$ cat config.mk
export PLATFORM = sky130hd
export DESIGN_NAME = mfc_lane
export DESIGN_NICKNAME = d
export VERILOG_FILES = /design/src/design/mfc_pkg.sv /design/src/design/mfc_lane.sv
export SDC_FILE = /design/constraint.sdc
export NUM_CORES = 2
export LEC_CHECK = 0
export ABC_AREA = 0
export BUFFER_PORTS_ARGS = -buffer_cell sky130_fd_sc_hd__buf_2
export CORE_AREA = 2 2 440 442
export CTS_BUF_LIST = sky130_fd_sc_hd__clkbuf_4 sky130_fd_sc_hd__clkbuf_8
export DETAILED_ROUTE_END_ITERATION = 7
export DIE_AREA = 0 0 442 444
export PLACE_DENSITY = 0.53
export SLEW_MARGIN = 20
export SYNTH_ARGS = -nofsm -noshare
export SYNTH_HDL_FRONTEND = slang
export SYNTH_SLANG_ARGS = --single-unit
$ cat constraint.sdc
create_clock -name i_clk -period 8.2 [get_ports i_clk]
set_clock_uncertainty 0.15 [all_clocks]
set_input_delay 0.82 -clock i_clk [delete_from_list [all_inputs] [get_ports i_clk]]
set_output_delay 0.82 -clock i_clk [all_outputs]
set_load 0.01 [all_outputs]
$ cat src/design/mfc_pkg.sv
// Package for the metaball field classifier: sizes, request and class codes,
// the ball record type and the class colors. No dependencies.
package mfc_pkg;

    localparam int SCREEN_WIDTH  = 480;
    localparam int SCREEN_HEIGHT = 272;
    localparam int BALL_COUNT    = 4;
    localparam int NBALLS        = 4;
    localparam int FRAC_BITS     = 12;

    localparam int POS_W   = 12;
    localparam int VEL_W   = 4;
    localparam int SIZE_W  = 6;
    localparam int PIX_W   = 9;
    localparam int REQ_W   = 2;
    localparam int SUM_W   = 16;
    localparam int QBITS   = SUM_W;
    localparam int SETUP_W = 38;
    localparam int CIDX_W  = 3;
    localparam int RGB_W   = 24;

    localparam int DX_W  = POS_W + 1;
    localparam int SQ_W  = 2 * DX_W;
    localparam int D2_W  = SQ_W + 1;
    localparam int RR_W  = 2 * SIZE_W;
    localparam int NUM_W = RR_W + FRAC_BITS;
    localparam int CMP_W = D2_W + QBITS;

    // Register stages inside one ball lane: difference, squares, setup, divide.
    localparam int LANE_LAT = QBITS + 3;

    typedef enum logic [REQ_W-1:0] {
        REQ_PIXEL  = 2'd0,
        REQ_TICK   = 2'd1,
        REQ_RELOAD = 2'd2,
        REQ_NONE   = 2'd3
    } t_req;

    typedef enum logic [1:0] {
        CLS_BACKGROUND = 2'd0,
        CLS_GREEN      = 2'd1,
        CLS_WHITE      = 2'd2,
        CLS_BLACK      = 2'd3
    } t_class;

    localparam logic [CIDX_W-1:0] CFG_LEVEL_BLACK = 3'd4;
    localparam logic [CIDX_W-1:0] CFG_LEVEL_WHITE = 3'd5;
    localparam logic [CIDX_W-1:0] CFG_LEVEL_GREEN = 3'd6;

    localparam logic [SUM_W-1:0] LEVEL_BLACK_RST = 16'd2662;
    localparam logic [SUM_W-1:0] LEVEL_WHITE_RST = 16'd2048;
    localparam logic [SUM_W-1:0] LEVEL_GREEN_RST = 16'd1638;

    localparam logic [RGB_W-1:0] RGB_DARK  = 24'h000000;
    localparam logic [RGB_W-1:0] RGB_GREEN = 24'h00FF00;
    localparam logic [RGB_W-1:0] RGB_WHITE = 24'hFFFFFF;

    typedef struct packed {
        logic signed [POS_W-1:0] pos_x;
        logic signed [POS_W-1:0] pos_y;
        logic signed [VEL_W-1:0] vel_x;
        logic signed [VEL_W-1:0] vel_y;
        logic        [SIZE_W-1:0] size;
    } t_ball;

endpackage

$ cat src/design/mfc_lane.sv
// One ball lane of the metaball field classifier: distance, squares and a
// restoring divider with one quotient bit per stage. Depends on mfc_pkg.
module mfc_lane (
    input  logic                           i_clk,
    input  logic                           i_en,
    input  logic [mfc_pkg::PIX_W-1:0]      i_pix_x,
    input  logic [mfc_pkg::PIX_W-1:0]      i_pix_y,
    input  mfc_pkg::t_ball                 i_ball,
    output logic [mfc_pkg::SUM_W-1:0]      o_term
);

    logic signed [mfc_pkg::DX_W-1:0]  r_dx, r_dy, n_dx, n_dy;
    logic [mfc_pkg::SIZE_W-1:0]       r_size;
    logic [mfc_pkg::SQ_W-1:0]         r_sqx, r_sqy;
    logic [mfc_pkg::RR_W-1:0]         r_rr;
    logic [mfc_pkg::D2_W-1:0]         n_d2;
    logic [mfc_pkg::NUM_W-1:0]        n_num;
    logic                             n_sat;

    logic [mfc_pkg::D2_W-1:0]  r_den [0:mfc_pkg::QBITS];
    logic [mfc_pkg::NUM_W-1:0] r_rem [0:mfc_pkg::QBITS];
    logic [mfc_pkg::QBITS-1:0] r_q   [0:mfc_pkg::QBITS];
    logic                      r_sat [0:mfc_pkg::QBITS];

    always_comb begin
        n_dx  = mfc_pkg::DX_W'($signed({1'b0, i_pix_x})) - mfc_pkg::DX_W'(i_ball.pos_x);
        n_dy  = mfc_pkg::DX_W'($signed({1'b0, i_pix_y})) - mfc_pkg::DX_W'(i_ball.pos_y);
        n_d2  = mfc_pkg::D2_W'(r_sqx) + mfc_pkg::D2_W'(r_sqy);
        n_num = mfc_pkg::NUM_W'(r_rr) << mfc_pkg::FRAC_BITS;
        // A quotient of 2^16 or more, and a zero distance, both clamp.
        n_sat = (n_d2 == '0) ||
                (mfc_pkg::CMP_W'(n_num) >= (mfc_pkg::CMP_W'(n_d2) << mfc_pkg::QBITS));
    end

    always_ff @(posedge i_clk) begin
        if (i_en) begin
            r_dx     <= n_dx;
            r_dy     <= n_dy;
            r_size   <= i_ball.size;
            r_sqx    <= mfc_pkg::SQ_W'(r_dx * r_dx);
            r_sqy    <= mfc_pkg::SQ_W'(r_dy * r_dy);
            r_rr     <= mfc_pkg::RR_W'(r_size * r_size);
            r_den[0] <= n_d2;
            r_rem[0] <= n_num;
            r_q[0]   <= '0;
            r_sat[0] <= n_sat;
            for (int k = 0; k < mfc_pkg::QBITS; k++) begin
                r_den[k+1] <= r_den[k];
                r_sat[k+1] <= r_sat[k];
                r_q[k+1]   <= r_q[k];
                if (mfc_pkg::CMP_W'(r_rem[k]) >=
                    (mfc_pkg::CMP_W'(r_den[k]) << (mfc_pkg::QBITS - 1 - k))) begin
                    r_rem[k+1] <= mfc_pkg::NUM_W'(mfc_pkg::CMP_W'(r_rem[k]) -
                        (mfc_pkg::CMP_W'(r_den[k]) << (mfc_pkg::QBITS - 1 - k)));
                    r_q[k+1][mfc_pkg::QBITS-1-k] <= 1'b1;
                end else begin
                    r_rem[k+1] <= r_rem[k];
                end
            end
        end
    end

    assign o_term = r_sat[mfc_pkg::QBITS] ? '1 : r_q[mfc_pkg::QBITS];

endmodule

**After elaboration in Yosys (flattened, before gate mapping)**

Memory sizes are Yosys's and may differ from the RTL's.
Index checks and enable logic that the tools add are counted.
W data, S select, Z words.

- Register bits: 96
- Memory bits (writable): 1156
- Input port bits: 58
- Output and inout port bits: 16
- Logic and storage cells: 214
- Memories kept: 4

- $add $sub $neg: 19
- $mul: 3
- Magnitude comparators: 17
- Muxes and demuxes: 131
- Bitwise logic cells: 32
- Reduce and logical (&&, ||, !) cells: 2

Memories:

| name | depth | width | read ports | clocked after Yosys merged registers in | wr ports | line | source |
|---|---|---|---|---|---|---|---|
| r_den | 17 | 27 | 16 | 0 | 17 | mfc_lane.sv:20 | `logic [mfc_pkg::D2_W-1:0] r_den [0:mfc_pkg::QBITS];` |
| r_rem | 17 | 24 | 16 | 0 | 17 | mfc_lane.sv:21 | `logic [mfc_pkg::NUM_W-1:0] r_rem [0:mfc_pkg::QBITS];` |
| r_q | 17 | 16 | 17 | 0 | 17 | mfc_lane.sv:22 | `logic [mfc_pkg::QBITS-1:0] r_q [0:mfc_pkg::QBITS];` |
| r_sat | 17 | 1 | 17 | 0 | 17 | mfc_lane.sv:23 | `logic r_sat [0:mfc_pkg::QBITS];` |

Operator list:

| cell | count |
|---|---|
| $mux W24 | 16 |
| $sub A24 B24 Y24 | 16 |
| $mux W1 | 114 |
| $mul A13 B13 Y26 | 2 |
| $ge A24 B43 Y1 | 1 |
| $ge A24 B42 Y1 | 1 |
| $ge A24 B41 Y1 | 1 |
| $ge A24 B40 Y1 | 1 |
| $ge A24 B39 Y1 | 1 |
| $ge A24 B38 Y1 | 1 |
| $ge A24 B37 Y1 | 1 |
| $ge A24 B36 Y1 | 1 |
| $ge A24 B35 Y1 | 1 |
| $ge A24 B34 Y1 | 1 |
| $ge A24 B33 Y1 | 1 |
| $ge A24 B32 Y1 | 1 |
| $or A1 B1 Y1 | 32 |
| $ge A24 B31 Y1 | 1 |
| $ge A24 B30 Y1 | 1 |
| $ge A24 B29 Y1 | 1 |
| $ge A24 B28 Y1 | 1 |
| $add A26 B26 Y27 | 1 |
| $ge A24 B27 Y1 | 1 |
| $logic_not A27 Y1 | 1 |
| 4 further kinds | 5 |

**Depth between registers and ports, before layout**

An unclocked memory read counts as a cell.

- Word-level depth: 6
- Depth in mapped cells: 24
- Gate-level depth less buffers: 23

**Worst setup path before layout**

OpenSTA, ideal clock, no wires.

- Path kind: register to register
- Start: register r_dx[1] (netlist bit)
- End: register r_sqx[25] (netlist bit) (data pin)
- Library setup time: 260 ps
- Arrival: 5802 ps
- Data required time: 7790 ps
- Path slack: 1988 ps
- Cell stages (with the launch flop): 20
- Buffers on the path: 1
- Path through: edfxtp_1 clkbuf_1 and2_1 fa_1 inv_1 fa_1 inv_1 fa_1 fa_1 fa_1 ha_1 ha_1 or2_2 a21oi_1 a31oi_1 a41oi_1 a21oi_1 a21o_1 a21oi_1 xnor2_1

- Longest elaborated chain between the ends: 1

Ends and longest elaborated chain:

| element | line | source |
|---|---|---|
| from (decl) | mfc_lane.sv:12 | `logic signed [mfc_pkg::DX_W-1:0] r_dx, r_dy, n_dx, n_dy;` |
| from (signal assigned) | mfc_lane.sv:37 | `r_dx <= n_dx;` |
| $mul A13 B13 Y26 | mfc_lane.sv:40 | `r_sqx <= mfc_pkg::SQ_W'(r_dx * r_dx);` |
| to (signal assigned) | mfc_lane.sv:40 |  |
| to (decl) | mfc_lane.sv:14 | `logic [mfc_pkg::SQ_W-1:0] r_sqx, r_sqy;` |

Every way passes these cells.
A chain may end at the register's enable or synchronous reset.

**Worst setup path in the final report**

- Start: register r_dx[12] (netlist bit)
- End: register r_sqx[25] (netlist bit) (data pin)

The elaborated chain is that of the path after synthesis.

==> summary.md <==
| Metric | Value |
|---|---|
| Outcome | `completed` |
| Hold crit path type | `in -> reg` |
| Post-route clock period utilization | `83.41%` |
| Post-synth EDFFs | `933` |
| Clock latency at the later pin of the worst-skew pair | `0.89 ns` |
| Total wire length | `105.0 mm` |
| Core ar. | `0.1916 sq mm` |
| Clock sink total | `933` |
| Max cap viols | `0` |
| Flop-to-flop setup slack | `1.36 ns` |
| Via Count | `33,840` |
| Worst r2r path cells | `18` |
| Port buffer count | `65` |
| Multi-input logic area | `0.02583 sq mm` |
| Synth top area share | `49.07%` |
| RSZ-0062 raised after global routing | `no` |
| H-tree depth | `4` |
| Hold WS | `0.1427 ns` |
| Top_reg_cell synth | `edfxtp_1` |
| Syn Std Cell Area | `0.05709 sq mm` |
| Remaining antenna violation count | `0` |
| FMAX | `0.1462 GHz` |
| Crit path DAT | `7.30 ns` |
| Post-synthesis net count | `5,636` |
| CP Capture Type | `register` |
| Die H | `444 um` |
| Placed inst area | `0.06046 sq mm` |
| I/O pin count | `74` |
| Commonest non-fill, non-tap cell in the layout | `edfxtp_1` |
| Layout Nets | `5,790` |
| Yosys cell types | `76` |
| Total global-route track usage | `10.92%` |
| Pre-antenna DRT Iters | `5` |
| First-pass GRT wire length | `177.0 mm` |
| Worst Hold Depth | `2` |
| Clock slew at the register clock pins of the worst setup and hold paths | `0.06 ns` |
| Cells after synthesis | `4,801` |
| Syn avg cell area | `11.89 sq um` |
| Ys async rst share | `0%` |
| Fraction of layout cells with a size suffix above 1 | `9.680%` |
| CTS buffer count | `158` |
| Die ar. | `0.1962 sq mm` |
| Total gr overflow | `0` |
| Actual slew at the worst max-slew pin | `1.029 ns` |
| Post_cts resized | `0` |
| Initial DRC Count | `1,620` |
| Minimum clock period | `6.840 ns` |
| DR vias/cell | `4.456` |
| #FFs+latches synth | `933` |
| Final setup viols | `0` |
| Critical Path Source Type | `register` |
| Critical R2R Capture | `r_sqx[25]` |
| Placer Congestion | `0.8662` |
| Antenna violations before repair | `2` |
| Worst endpoint required time | `8.66 ns` |
| Post-synth top area cell | `edfxtp_1` |
| Most frequent cells in the layout | `edfxtp_1 (933), inv_1 (773), ha_1 (469)` |
| Critical-path maximum fanout | `27` |
| Vias in the first global route | `36,380` |
| P&R area growth vs syn | `11.36%` |
| Root buffer cell | `clkbuf_8` |
| Post-route cell area | `0.06358 sq mm` |
| Max_slew headroom | `31.37%` |
| Register area share after synthesis | `49.07%` |
| Count of final hold-check violations | `0` |
| Ys Warns | `0` |
| Final Slew Violations | `0` |
| Register Area | `0.02802 sq mm` |
| R2R Path Start | `r_dx[12]` |
| CTS tree | `built` |
| Routed wire per std cell | `13.82 um` |
| Drt drc | `0` |
| Synth top area cells | `edfxtp_1 (49%), fa_1 (11%), ha_1 (10%)` |
| Initial core utilization | `29.80%` |
| Hold EP | `r_dy[12]` |
| Die X-Extent | `442 um` |
| WS Path Type | `reg -> reg` |
| # fillers | `18,940` |
| Fin Setup TNS | `0 ns` |
| Clock buffer depth | `3` |
| Hold Startpoint | `i_ball[25]` |
| # rows | `161` |
| Hpwl dp | `78.85 mm` |
| Largest net degree at the start of global routing | `190` |
## critical path: stages, from the launching register on
cell      delay [ns]
edfxtp_1        0.75
and2_1          0.37
fa_1            0.55
inv_1           0.07
fa_1            0.86
inv_1           0.21
fa_1            0.59
fa_1            0.44
fa_1            0.49
ha_1            0.31
ha_1            0.37
or2_2           0.32
a21oi_1         0.16
a31oi_1         0.08
a41oi_1         0.29
a21oi_1         0.14
a21o_1          0.19
a21oi_1         0.16
xnor2_1         0.08
## per-layer routing
layer	up-vias	share of wire, %	track usage (%)
met3	236	3.1	2.141
met2	407	54	21.03
met5	-	0	0
met4	0	3.1	4.195
met1	16260	40	11.60
li1	16940	-	-
## stage by stage
stage	cells	setup WS [ns]	utilization (%)
6_report	7594	1.360	33.19
2_1_floorplan	4801	1.988	-
5_1_grt	7593	0.8825	33.19
3_5_place_dp	7314	1.286	31.56
4_1_cts	7588	1.268	33.18
3_3_place_gp	7314	1.296	31.56
## area by class of cell
type                       count  share of cell area (%)
sequential                   933                   44.07
multi-input combinational   2994                   40.63
tap                         2526                   4.971
inverter                     773                   4.564
clock buffer                 196                   3.869
timing repair buffer          95                  0.9683
clock inverter                71                  0.9053
antenna                        6                 0.02362
## repair_timing
action | CTS | global route
hold endpoints to repair | 7 | 0
endpoints found under the setup margin | 0 | 0
hold buffers | 7 | 0
setup buffers | 0 | 0
## flip-flops by register name (all words and copies together) (netlist names)
register  cells
r_size        6
r_dx         13
r_rr         11
r_dy         13
r_rem       255
r_den       432
r_sat        17
r_sqy        25
r_sqx        25
r_q         136
## cell families (layout without fill, tap and decap cells)
| group | count (synthesis) | after routing | synth area share, % |
|---|---|---|---|
| AO/OA/AOI/OAI | 780 | 780 | 8.668 |
| flip-flops | 933 | 933 | 49.07 |
| buffers and inverters | 874 | 1135 | 5.748 |
| AND/OR/NAND/NOR | 1042 | 1042 | 8.838 |
| XOR/XNOR | 262 | 262 | 4.019 |
| other | 1 | 7 | 0.006568 |
| multiplexers | 132 | 132 | 2.568 |
| adder cells (fa/ha/maj) | 777 | 777 | 21.08 |
## cell usage after synthesis, drive strengths merged, types with 39 or more instances
cell type / count
nand3: 39
nor4: 43
nand2b: 40
mux2: 116
nor3: 71
a21boi: 48
fa: 308
a21o: 106
nand4: 43
clkbuf: 100
ha: 469
inv: 773
xnor2: 164
nand2: 346
o21ai: 217
o21a: 44
or2: 39
nor2b: 77
nor2: 215
and2: 72
xor2: 98
a21oi: 192
edfxtp: 933
## worst max-delay path by stage
stage	startpoint	to	slack (ns)
finish	r_dx[12]	r_sqx[25]	1.36
CTS	r_dx[12]	r_sqx[25]	1.27
global route	r_dy[12]	r_sqy[24]	0.88
floorplan	r_dx[1]	r_sqx[25]	1.99
detailed placement	r_dx[12]	r_sqx[25]	1.29
global placement	r_dx[12]	r_sqx[25]	1.30
Power is left out: the tool's default activity adds up to more than one toggle a clock period on the data nets, which glitch-free logic cannot reach.
